### src/design/bte_pkg.sv
// Shared constants, types and saturation helper for the truncated power B-spline evaluator.
package bte_pkg;

    localparam int FRAC_BITS  = 16;
    localparam int MAX_DEGREE = 3;
    localparam int KNOTS      = 5;
    localparam int WORD_W     = 32;
    localparam int DVD_W      = WORD_W + FRAC_BITS;
    localparam int PROD_W     = 2 * WORD_W;
    localparam int CNT_W      = $clog2(DVD_W + 1);

    localparam logic [PROD_W-1:0] MAG_MIN_NEG = PROD_W'(1) << (WORD_W - 1);
    localparam logic [PROD_W-1:0] MAG_MAX_POS = MAG_MIN_NEG - PROD_W'(1);

    typedef enum logic {
        OP_MUL = 1'b0,
        OP_DIV = 1'b1
    } unit_op_t;

    typedef struct packed {
        logic     start;
        unit_op_t op;
    } unit_req_t;

    typedef enum logic [1:0] {
        STATUS_OK        = 2'd0,
        STATUS_ZERO_GAP  = 2'd1,
        STATUS_SAT       = 2'd2,
        STATUS_BAD_ORDER = 2'd3
    } status_t;

    typedef struct packed {
        logic [WORD_W-1:0] value;
        logic              sat;
    } sat_res_t;

    // Applies the sign to a magnitude and clamps it to the signed word range.
    function automatic sat_res_t sat_signed(input logic neg, input logic [PROD_W-1:0] mag);
        sat_res_t r;
        r.sat   = 1'b0;
        r.value = mag[WORD_W-1:0];
        if (neg) begin
            if (mag > MAG_MIN_NEG) begin
                r.sat   = 1'b1;
                r.value = MAG_MIN_NEG[WORD_W-1:0];
            end else begin
                r.value = -mag[WORD_W-1:0];
            end
        end else if (mag > MAG_MAX_POS) begin
            r.sat   = 1'b1;
            r.value = MAG_MAX_POS[WORD_W-1:0];
        end
        return r;
    endfunction

endpackage

### src/design/bte_serial_unit.sv
// Radix-2 shift-add multiplier and restoring divider on unsigned magnitudes.
module bte_serial_unit import bte_pkg::*; (
    input  logic              aclk,
    input  logic              aresetn,
    input  unit_req_t         req,
    input  logic [WORD_W-1:0] opnd_a,
    input  logic [DVD_W-1:0]  opnd_b,
    output logic              done,
    output logic [PROD_W-1:0] result
);

    logic              busy_reg, busy_next;
    logic              done_reg, done_next;
    unit_op_t          op_reg, op_next;
    logic [WORD_W-1:0] a_reg, a_next;
    logic [DVD_W-1:0]  sh_reg, sh_next;
    logic [PROD_W-1:0] acc_reg, acc_next;
    logic [WORD_W-1:0] rem_reg, rem_next;
    logic [CNT_W-1:0]  cnt_reg, cnt_next;
    logic [WORD_W:0]   trial;
    logic [WORD_W:0]   trial_sub;

    always_comb begin
        busy_next = busy_reg;
        done_next = 1'b0;
        op_next   = op_reg;
        a_next    = a_reg;
        sh_next   = sh_reg;
        acc_next  = acc_reg;
        rem_next  = rem_reg;
        cnt_next  = cnt_reg;
        trial     = {rem_reg, sh_reg[DVD_W-1]};
        trial_sub = trial - {1'b0, a_reg};
        if (req.start) begin
            op_next   = req.op;
            a_next    = opnd_a;
            acc_next  = '0;
            rem_next  = '0;
            busy_next = 1'b1;
            if (req.op == OP_MUL) begin
                sh_next  = {opnd_b[WORD_W-1:0], {FRAC_BITS{1'b0}}};
                cnt_next = CNT_W'(WORD_W);
            end else begin
                sh_next  = opnd_b;
                cnt_next = CNT_W'(DVD_W);
            end
        end else if (busy_reg) begin
            sh_next  = {sh_reg[DVD_W-2:0], 1'b0};
            cnt_next = cnt_reg - CNT_W'(1);
            if (cnt_reg == CNT_W'(1)) begin
                busy_next = 1'b0;
                done_next = 1'b1;
            end
            if (op_reg == OP_MUL) begin
                acc_next = {acc_reg[PROD_W-2:0], 1'b0}
                         + (sh_reg[DVD_W-1] ? PROD_W'(a_reg) : '0);
            end else if (trial >= {1'b0, a_reg}) begin
                rem_next = trial_sub[WORD_W-1:0];
                acc_next = {acc_reg[PROD_W-2:0], 1'b1};
            end else begin
                rem_next = trial[WORD_W-1:0];
                acc_next = {acc_reg[PROD_W-2:0], 1'b0};
            end
        end
    end

    always_ff @(posedge aclk) begin
        if (!aresetn) begin
            busy_reg <= 1'b0;
            done_reg <= 1'b0;
        end else begin
            busy_reg <= busy_next;
            done_reg <= done_next;
        end
    end

    always_ff @(posedge aclk) begin
        op_reg  <= op_next;
        a_reg   <= a_next;
        sh_reg  <= sh_next;
        acc_reg <= acc_next;
        rem_reg <= rem_next;
        cnt_reg <= cnt_next;
    end

    assign done   = done_reg;
    assign result = acc_reg;

endmodule

### src/design/bspline_truncated_power_eval_top.sv
// Top level: sequencer for the truncated power divided-difference table and final scale.
// One beat is taken only while idle; a bad order skips the powers and divisions and loads
// a zero result with the bad-order status. One shared serial unit does every multiply and divide.
// The next beat is taken in the cycle after the result is loaded, while it waits for the receiver.
// Reset is synchronous and active low; it clears the control state and sets degree to one.
module bspline_truncated_power_eval_top import bte_pkg::*; (
    input  logic                     aclk,
    input  logic                     aresetn,
    input  logic                     cfg_wen,
    input  logic [1:0]               cfg_wdata,
    input  logic                     s_valid,
    output logic                     s_ready,
    input  logic signed [WORD_W-1:0] s_x_point,
    input  logic [2:0]               s_order,
    input  logic signed [WORD_W-1:0] s_knot_0,
    input  logic signed [WORD_W-1:0] s_knot_1,
    input  logic signed [WORD_W-1:0] s_knot_2,
    input  logic signed [WORD_W-1:0] s_knot_3,
    input  logic signed [WORD_W-1:0] s_knot_4,
    output logic                     m_valid,
    input  logic                     m_ready,
    output logic signed [WORD_W-1:0] m_spline_value,
    output logic [1:0]               m_status
);

    typedef enum logic [8:0] {
        ST_IDLE  = 9'b000000001,
        ST_POW   = 9'b000000010,
        ST_PMUL  = 9'b000000100,
        ST_ALIGN = 9'b000001000,
        ST_DD    = 9'b000010000,
        ST_DDW   = 9'b000100000,
        ST_FIN   = 9'b001000000,
        ST_FINW  = 9'b010000000,
        ST_DONE  = 9'b100000000
    } state_t;

    state_t                    state_reg, state_next;
    logic [1:0]                degree_reg, degree_next;
    logic signed [WORD_W-1:0]  x_reg, x_next;
    logic signed [WORD_W-1:0]  t_reg [KNOTS];
    logic signed [WORD_W-1:0]  t_next [KNOTS];
    logic signed [WORD_W-1:0]  tk_reg [KNOTS];
    logic signed [WORD_W-1:0]  tk_next [KNOTS];
    logic signed [WORD_W-1:0]  e_reg [KNOTS];
    logic signed [WORD_W-1:0]  e_next [KNOTS];
    logic [2:0]                nk_reg, nk_next;
    logic [2:0]                j_reg, j_next;
    logic [2:0]                k_reg, k_next;
    logic [2:0]                off_reg, off_next;
    logic [1:0]                pw_reg, pw_next;
    logic [WORD_W-1:0]         d_reg, d_next;
    logic                      neg_reg, neg_next;
    logic                      sat_reg, sat_next;
    logic [WORD_W-1:0]         res_value_reg, res_value_next;
    status_t                   res_status_reg, res_status_next;
    logic                      m_valid_reg, m_valid_next;
    logic [WORD_W-1:0]         m_value_reg, m_value_next;
    status_t                   m_status_reg, m_status_next;

    unit_req_t                 req;
    logic [WORD_W-1:0]         opnd_a;
    logic [DVD_W-1:0]          opnd_b;
    logic                      unit_done;
    logic [PROD_W-1:0]         unit_res;

    logic [WORD_W:0]           pdiff;
    logic [WORD_W-1:0]         pw_d;
    logic                      pw_dsat;
    logic [WORD_W:0]           den;
    logic [WORD_W:0]           num;
    logic [WORD_W:0]           den_neg;
    logic [WORD_W:0]           num_neg;
    logic [WORD_W:0]           e0_neg;
    logic [WORD_W-1:0]         den_mag;
    logic [WORD_W-1:0]         num_mag;
    logic [WORD_W-1:0]         e0_mag;
    logic [2:0]                lim;
    logic [2:0]                target;
    logic                      bad_order;
    sat_res_t                  pmul_res;
    sat_res_t                  div_res;
    sat_res_t                  fin_res;

    bte_serial_unit u_unit (
        .aclk    (aclk),
        .aresetn (aresetn),
        .req     (req),
        .opnd_a  (opnd_a),
        .opnd_b  (opnd_b),
        .done    (unit_done),
        .result  (unit_res)
    );

    assign pdiff   = {t_reg[0][WORD_W-1], t_reg[0]} - {x_reg[WORD_W-1], x_reg};
    assign pw_dsat = !pdiff[WORD_W] && pdiff[WORD_W-1];
    assign pw_d    = pdiff[WORD_W] ? '0 : (pw_dsat ? MAG_MAX_POS[WORD_W-1:0]
                                                   : pdiff[WORD_W-1:0]);
    assign den     = {tk_reg[0][WORD_W-1], tk_reg[0]} - {t_reg[0][WORD_W-1], t_reg[0]};
    assign num     = {e_reg[1][WORD_W-1], e_reg[1]} - {e_reg[0][WORD_W-1], e_reg[0]};
    assign den_neg = -den;
    assign num_neg = -num;
    assign e0_neg  = -{e_reg[0][WORD_W-1], e_reg[0]};
    assign den_mag = den[WORD_W] ? den_neg[WORD_W-1:0] : den[WORD_W-1:0];
    assign num_mag = num[WORD_W] ? num_neg[WORD_W-1:0] : num[WORD_W-1:0];
    assign e0_mag  = e_reg[0][WORD_W-1] ? e0_neg[WORD_W-1:0] : e_reg[0];
    assign lim     = nk_reg - k_reg;
    assign target  = (k_reg < nk_reg) ? k_reg : ({1'b0, degree_reg} + 3'd1);

    assign bad_order = (degree_reg == 2'd0) || ({1'b0, degree_reg} > 3'(MAX_DEGREE))
                     || (s_order == 3'd0)
                     || ({1'b0, s_order} > ({2'b00, degree_reg} + 4'd2));

    assign pmul_res = sat_signed(1'b0, unit_res >> FRAC_BITS);
    assign div_res  = sat_signed(neg_reg, unit_res);
    assign fin_res  = sat_signed(neg_reg, unit_res >> FRAC_BITS);

    always_comb begin
        state_next      = state_reg;
        degree_next     = degree_reg;
        x_next          = x_reg;
        t_next          = t_reg;
        tk_next         = tk_reg;
        e_next          = e_reg;
        nk_next         = nk_reg;
        j_next          = j_reg;
        k_next          = k_reg;
        off_next        = off_reg;
        pw_next         = pw_reg;
        d_next          = d_reg;
        neg_next        = neg_reg;
        sat_next        = sat_reg;
        res_value_next  = res_value_reg;
        res_status_next = res_status_reg;
        m_valid_next    = m_valid_reg;
        m_value_next    = m_value_reg;
        m_status_next   = m_status_reg;
        req.start       = 1'b0;
        req.op          = OP_MUL;
        opnd_a          = '0;
        opnd_b          = '0;

        if (cfg_wen) begin
            degree_next = cfg_wdata;
        end
        if (m_valid_reg && m_ready) begin
            m_valid_next = 1'b0;
        end

        unique case (state_reg)
            ST_IDLE: begin
                if (s_valid) begin
                    x_next     = s_x_point;
                    t_next[0]  = s_knot_0;
                    t_next[1]  = s_knot_1;
                    t_next[2]  = s_knot_2;
                    t_next[3]  = s_knot_3;
                    t_next[4]  = s_knot_4;
                    tk_next[0] = s_knot_0;
                    tk_next[1] = s_knot_1;
                    tk_next[2] = s_knot_2;
                    tk_next[3] = s_knot_3;
                    tk_next[4] = s_knot_4;
                    nk_next    = s_order;
                    j_next     = '0;
                    sat_next   = 1'b0;
                    if (bad_order) begin
                        res_value_next  = '0;
                        res_status_next = STATUS_BAD_ORDER;
                        state_next      = ST_DONE;
                    end else begin
                        state_next = ST_POW;
                    end
                end
            end
            ST_POW: begin
                if (j_reg == 3'(KNOTS)) begin
                    k_next     = 3'd1;
                    off_next   = '0;
                    state_next = ST_ALIGN;
                end else if (j_reg < nk_reg && !pdiff[WORD_W] && degree_reg != 2'd1) begin
                    sat_next   = sat_reg | pw_dsat;
                    d_next     = pw_d;
                    pw_next    = degree_reg - 2'd1;
                    req.start  = 1'b1;
                    opnd_a     = pw_d;
                    opnd_b     = DVD_W'(pw_d);
                    state_next = ST_PMUL;
                end else begin
                    for (int i = 0; i < KNOTS - 1; i++) begin
                        e_next[i] = e_reg[i+1];
                        t_next[i] = t_reg[i+1];
                    end
                    e_next[KNOTS-1] = (j_reg < nk_reg) ? pw_d : '0;
                    t_next[KNOTS-1] = t_reg[0];
                    if (j_reg < nk_reg) begin
                        sat_next = sat_reg | pw_dsat;
                    end
                    j_next = j_reg + 3'd1;
                end
            end
            ST_PMUL: begin
                if (unit_done) begin
                    sat_next = sat_reg | pmul_res.sat;
                    if (pw_reg == 2'd1) begin
                        for (int i = 0; i < KNOTS - 1; i++) begin
                            e_next[i] = e_reg[i+1];
                            t_next[i] = t_reg[i+1];
                        end
                        e_next[KNOTS-1] = pmul_res.value;
                        t_next[KNOTS-1] = t_reg[0];
                        j_next          = j_reg + 3'd1;
                        state_next      = ST_POW;
                    end else begin
                        pw_next   = pw_reg - 2'd1;
                        req.start = 1'b1;
                        opnd_a    = pmul_res.value;
                        opnd_b    = DVD_W'(d_reg);
                    end
                end
            end
            ST_ALIGN: begin
                if (off_reg != target) begin
                    for (int i = 0; i < KNOTS - 1; i++) begin
                        tk_next[i] = tk_reg[i+1];
                    end
                    tk_next[KNOTS-1] = tk_reg[0];
                    off_next         = off_reg + 3'd1;
                end else if (k_reg < nk_reg) begin
                    j_next     = '0;
                    state_next = ST_DD;
                end else begin
                    state_next = ST_FIN;
                end
            end
            ST_DD: begin
                if (j_reg == 3'(KNOTS)) begin
                    k_next     = k_reg + 3'd1;
                    state_next = ST_ALIGN;
                end else if (j_reg < lim) begin
                    if (den == '0) begin
                        res_value_next  = '0;
                        res_status_next = STATUS_ZERO_GAP;
                        state_next      = ST_DONE;
                    end else begin
                        neg_next   = num[WORD_W] ^ den[WORD_W];
                        req.start  = 1'b1;
                        req.op     = OP_DIV;
                        opnd_a     = den_mag;
                        opnd_b     = {num_mag, {FRAC_BITS{1'b0}}};
                        state_next = ST_DDW;
                    end
                end else begin
                    for (int i = 0; i < KNOTS - 1; i++) begin
                        e_next[i]  = e_reg[i+1];
                        t_next[i]  = t_reg[i+1];
                        tk_next[i] = tk_reg[i+1];
                    end
                    e_next[KNOTS-1]  = e_reg[0];
                    t_next[KNOTS-1]  = t_reg[0];
                    tk_next[KNOTS-1] = tk_reg[0];
                    j_next           = j_reg + 3'd1;
                end
            end
            ST_DDW: begin
                if (unit_done) begin
                    sat_next = sat_reg | div_res.sat;
                    for (int i = 0; i < KNOTS - 1; i++) begin
                        e_next[i]  = e_reg[i+1];
                        t_next[i]  = t_reg[i+1];
                        tk_next[i] = tk_reg[i+1];
                    end
                    e_next[KNOTS-1]  = div_res.value;
                    t_next[KNOTS-1]  = t_reg[0];
                    tk_next[KNOTS-1] = tk_reg[0];
                    j_next           = j_reg + 3'd1;
                    state_next       = ST_DD;
                end
            end
            ST_FIN: begin
                neg_next   = e_reg[0][WORD_W-1] ^ den[WORD_W];
                req.start  = 1'b1;
                opnd_a     = e0_mag;
                opnd_b     = DVD_W'(den_mag);
                state_next = ST_FINW;
            end
            ST_FINW: begin
                if (unit_done) begin
                    res_value_next  = fin_res.value;
                    res_status_next = (sat_reg || fin_res.sat) ? STATUS_SAT : STATUS_OK;
                    state_next      = ST_DONE;
                end
            end
            ST_DONE: begin
                if (!m_valid_reg || m_ready) begin
                    m_valid_next  = 1'b1;
                    m_value_next  = res_value_reg;
                    m_status_next = res_status_reg;
                    state_next    = ST_IDLE;
                end
            end
            default: begin
                state_next = ST_IDLE;
            end
        endcase
    end

    always_ff @(posedge aclk) begin
        if (!aresetn) begin
            state_reg   <= ST_IDLE;
            degree_reg  <= 2'd1;
            m_valid_reg <= 1'b0;
        end else begin
            state_reg   <= state_next;
            degree_reg  <= degree_next;
            m_valid_reg <= m_valid_next;
        end
    end

    always_ff @(posedge aclk) begin
        x_reg          <= x_next;
        t_reg          <= t_next;
        tk_reg         <= tk_next;
        e_reg          <= e_next;
        nk_reg         <= nk_next;
        j_reg          <= j_next;
        k_reg          <= k_next;
        off_reg        <= off_next;
        pw_reg         <= pw_next;
        d_reg          <= d_next;
        neg_reg        <= neg_next;
        sat_reg        <= sat_next;
        res_value_reg  <= res_value_next;
        res_status_reg <= res_status_next;
        m_value_reg    <= m_value_next;
        m_status_reg   <= m_status_next;
    end

    assign s_ready        = (state_reg == ST_IDLE);
    assign m_valid        = m_valid_reg;
    assign m_spline_value = m_value_reg;
    assign m_status       = m_status_reg;

endmodule
### config.mk
export PLATFORM = sky130hd
export DESIGN_NAME = bspline_truncated_power_eval_top
export DESIGN_NICKNAME = d
export VERILOG_FILES = /design/src/design/bte_pkg.sv /design/src/design/bte_serial_unit.sv /design/src/design/bspline_truncated_power_eval_top.sv
export SDC_FILE = /design/constraint.sdc
export NUM_CORES = 2
export LEC_CHECK = 0
export BUFFER_PORTS_ARGS = -buffer_cell sky130_fd_sc_hd__buf_2
export CAP_MARGIN = 20
export CORE_AREA = 10 10 356 358
export DETAILED_ROUTE_END_ITERATION = 6
export DIE_AREA = 0 0 366 368
export GPL_ROUTABILITY_DRIVEN = 0
export GPL_TIMING_DRIVEN = 0
export SLEW_MARGIN = 40
export SYNTH_ARGS = -nofsm -noshare
export SYNTH_HDL_FRONTEND = slang
export SYNTH_SLANG_ARGS = --single-unit
### constraint.sdc
create_clock -name aclk -period 18.6 [get_ports aclk]
set_input_delay 0.93 -clock aclk [delete_from_list [all_inputs] [get_ports aclk]]
set_output_delay 0.93 -clock aclk [all_outputs]
set_load 0.02 [all_outputs]
==> impl_metrics.csv <==
group,metric,value,unit
logic_synthesis,synth_top_flop_cell,"edfxtp_1",
grt,grt_pass1_vias,37800,
critical_path,r2r_setup_slack,11.23,ns
logic_synthesis,synthMostInstantiatedCell,"nand2_1",
critical_path,crit_required,18.99,ns
timing,setup_viol_count_final,0,
grt,track_usage,0.229,
power_and_ir_drop,seq_power_share,0.346,
power_and_ir_drop,p_comb_frac,0.426,
power_and_ir_drop,clkPwrFrac,0.229,
floorplanning,core.rowCount,127,
drt,wirelength,161,mm
clock_tree,cts_sinks,825,
critical_path,crit_type,"register to register",
place,port_buffers,237,
power_and_ir_drop,p_sw_frac,0.415,
min_path,holdPathEnd,"x_reg[13]$_DFFE_PP_",
power_and_ir_drop,p_int,4.91,mW
logic_synthesis,synthCells,4752,
run_status,status,"completed",
critical_path,regToRegEndpoint,"e_reg[97]$_DFFE_PP_",
critical_path,rr_startpoint,"t_reg[128]$_DFFE_PP_",
grt,grt_pass1_wl,238,mm
logic_synthesis,avgSynthCellArea,9.98,sq um
min_path,hp-class,"input port to register",
grt,grt_max_degree,43,
clock_tree,htreeDepth,3,
layout,drive_gt1_frac,0.143,
timing,setup_tns,0,ns
timing,hold_viol,0,
layout,finish.utilization,0.458,
clock_tree,cts_buffer_depth,3,
power_and_ir_drop,power.switching,3.48,mW
clock_tree,cts_root_buf,"clkbuf_16",
timing,slew_headroom,0.336,
logic_synthesis,async_flop_share,0,
logic_synthesis,ys_seq_elements,825,
power_and_ir_drop,leakage,21.3,nW
clock_tree,cts_tree,"built",
grt,grt_busiest_layer,"met2",
grt,grtUsageMet2,0.376,
drt,antenna_left,0,
logic_synthesis,synthTopCellsByCount,"824 x nand2_1, 715 x edfxtp_1, 365 x nor2_1",
timing,tightest_slew,0.997,ns
critical_path,arrival,7.76,ns
power_and_ir_drop,vdd_drop_max,0.000104,V
logic_synthesis,yosysWarningCount,0,
power_and_ir_drop,p_per_area,154,nW/um^2
place,dp_hpwl,126,mm
timing,maxSlewViolCount,0,
grt,grt_util_met1,0.284,
min_path,hold_depth,1,
grt,antenna_found_initial,7,
logic_synthesis,synth_cell_types,113,
clock_tree,cts.reportedPaths.clkPinSlew,0.06,ns
layout,nets,5549,
clock_tree,cts_buffers,92,
logic_synthesis,syn_area,47400,sq um
grt,grt_overflow,0,
floorplanning,io_pins,238,
run,cap_violations,0,
clock_tree,postCtsHoldBufs,0,
drt,drc,0,
logic_synthesis,ys_top_cells_by_area,"edfxtp_1 45%, nand2_1 6.5%, ha_1 4.9%",
critical_path,startpoint_type,"register",
critical_path,crit_path_end_kind,"register",
clock_tree,insertion_delay,0.71,ns
logic_synthesis,post-synth-top-area-cell,"edfxtp_1",
critical_path,crit_fanout,9,
timing,post-route-period-util,0.396,
floorplanning,die_area,135000,sq um
timing,clock_skew,0.0323,ns
logic_synthesis,ys_seq_area_frac,0.499,
grt,use_met3,0.0413,
drt,viasPerCell,5.73,
floorplanning,die_x,366,um
floorplanning,start_util,0.397,
logic_synthesis,synth_top_area_frac,0.453,
timing,fmax,136,MHz
floorplanning,die_y,368,um
timing,rsz0062_at_grt,"no",
drt,vias,39300,
clock_tree,postCtsResizedCells,0,
drt,first_iter_violations,4417,
timing,min_period,7.37,ns
min_path,worst_hold_startpoint,"s_x_point[13]",
drt,wire_per_inst,23.5,um
logic_synthesis,synth-edff-count,715,
clock_tree,cts_setup_buffers,0,
drt,drtPass1Iterations,7,
layout,syn2layout_area_growth,15.1,%
floorplanning,core_region_area,119000,sq um
critical_path,rr_worst_depth,25,
==> power by group through the flow <==
stage | Combinational (mW) | Sequential [mW] | Clock, mW
floorplan | 2.19 | 2.96 | 0
finish | 3.57 | 2.90 | 1.92
global placement | 3.27 | 3.13 | 0
CTS | 3.49 | 2.89 | 1.95
global route | 3.82 | 2.94 | 2.02
detailed placement | 3.47 | 2.92 | 0
==> worst max path at each step <==
stage	start	end	cells after the start
final	t_reg[128]$_DFFE_PP_	e_reg[97]$_DFFE_PP_	25
after global routing	t_reg[128]$_DFFE_PP_	e_reg[5]$_DFFE_PP_	25
after CTS	t_reg[128]$_DFFE_PP_	e_reg[97]$_DFFE_PP_	25
after detailed placement	t_reg[128]$_DFFE_PP_	e_reg[5]$_DFFE_PP_	25
after global placement	t_reg[128]$_DFFE_PP_	e_reg[1]$_DFFE_PP_	15
after floorplan	t_reg[128]$_DFFE_PP_	e_reg[0]$_DFFE_PP_	15
==> layout by cell type, fill, tap and decap left out, types with 97 or more instances in the layout <==
| master | Yosys | routed |
|---|---|---|
| clkbuf_1 | 216 | 221 |
| a21oi_1 | 283 | 282 |
| nand2_1 | 824 | 824 |
| buf_2 | 31 | 279 |
| dfxtp_1 | 110 | 110 |
| xor2_1 | 97 | 97 |
| ha_1 | 186 | 186 |
| inv_1 | 210 | 210 |
| o21ai_0 | 260 | 260 |
| xnor2_1 | 161 | 161 |
| mux2_2 | 128 | 128 |
| nor2_1 | 365 | 365 |
| edfxtp_1 | 715 | 715 |
==> layer usage <==
| metal | share of wire | routed length (um) |
|---|---|---|
| met5 | 0.00040 | 64 |
| met4 | 0.059 | 9520 |
| met2 | 0.46 | 74400 |
| met3 | 0.080 | 12900 |
| met1 | 0.40 | 64000 |
==> per-stage QoR <==
step	hold WS (ns)	area, sq um	power (mW)	setup WS, ns	instances
floorplan	0.400	47400	5.15	2.96	4753
global placement	0.400	50600	6.40	-3.24	6602
detailed placement	0.405	51400	6.39	11.34	6672
CTS	0.370	54600	8.33	11.27	6846
global route	0.381	54600	8.78	10.86	6848
finish	0.405	54600	8.39	11.23	6848
==> area by class of cell <==
cell class / instances / area (sq um)
Antenna cell: 1 / 2.50
Buffer: 261 / 1100
Clock buffer: 112 / 2430
Clock inverter: 62 / 736
Fill cell: 11300 / 64700
Inverter: 213 / 800
Multi-Input combinational cell: 3454 / 22000
Sequential cell: 825 / 23700
Tap cell: 1612 / 2020
Timing Repair Buffer: 308 / 1840
==> cell families after synthesis <==
family | after synthesis | synth area share
flops | 825 | 0.499
buf+inv | 474 | 0.0396
mux | 147 | 0.0344
compound gates | 1188 | 0.169
fa+ha+maj | 192 | 0.0516
xor+xnor | 258 | 0.0476
simple gates | 1667 | 0.159
other cells | 1 | 0.0000791
==> critical path, cell delays in order (launching register included) <==
cell	delay, ns
edfxtp_1	0.43
inv_1	0.16
ha_1	0.20
inv_1	0.06
fa_1	0.41
a211oi_1	0.31
o21ai_0	0.24
a31oi_1	0.58
o221ai_1	0.46
a311oi_1	0.65
o31a_1	0.18
buf_2	0.22
or3_1	0.21
a21oi_1	0.08
nor3_1	0.23
nor3b_2	0.53
buf_4	0.28
buf_4	0.18
buf_2	0.23
buf_4	0.23
buf_2	0.25
buf_4	0.20
buf_4	0.17
buf_4	0.17
buf_4	0.16
buf_2	0.22
Power figures use the tool's default switching activity.
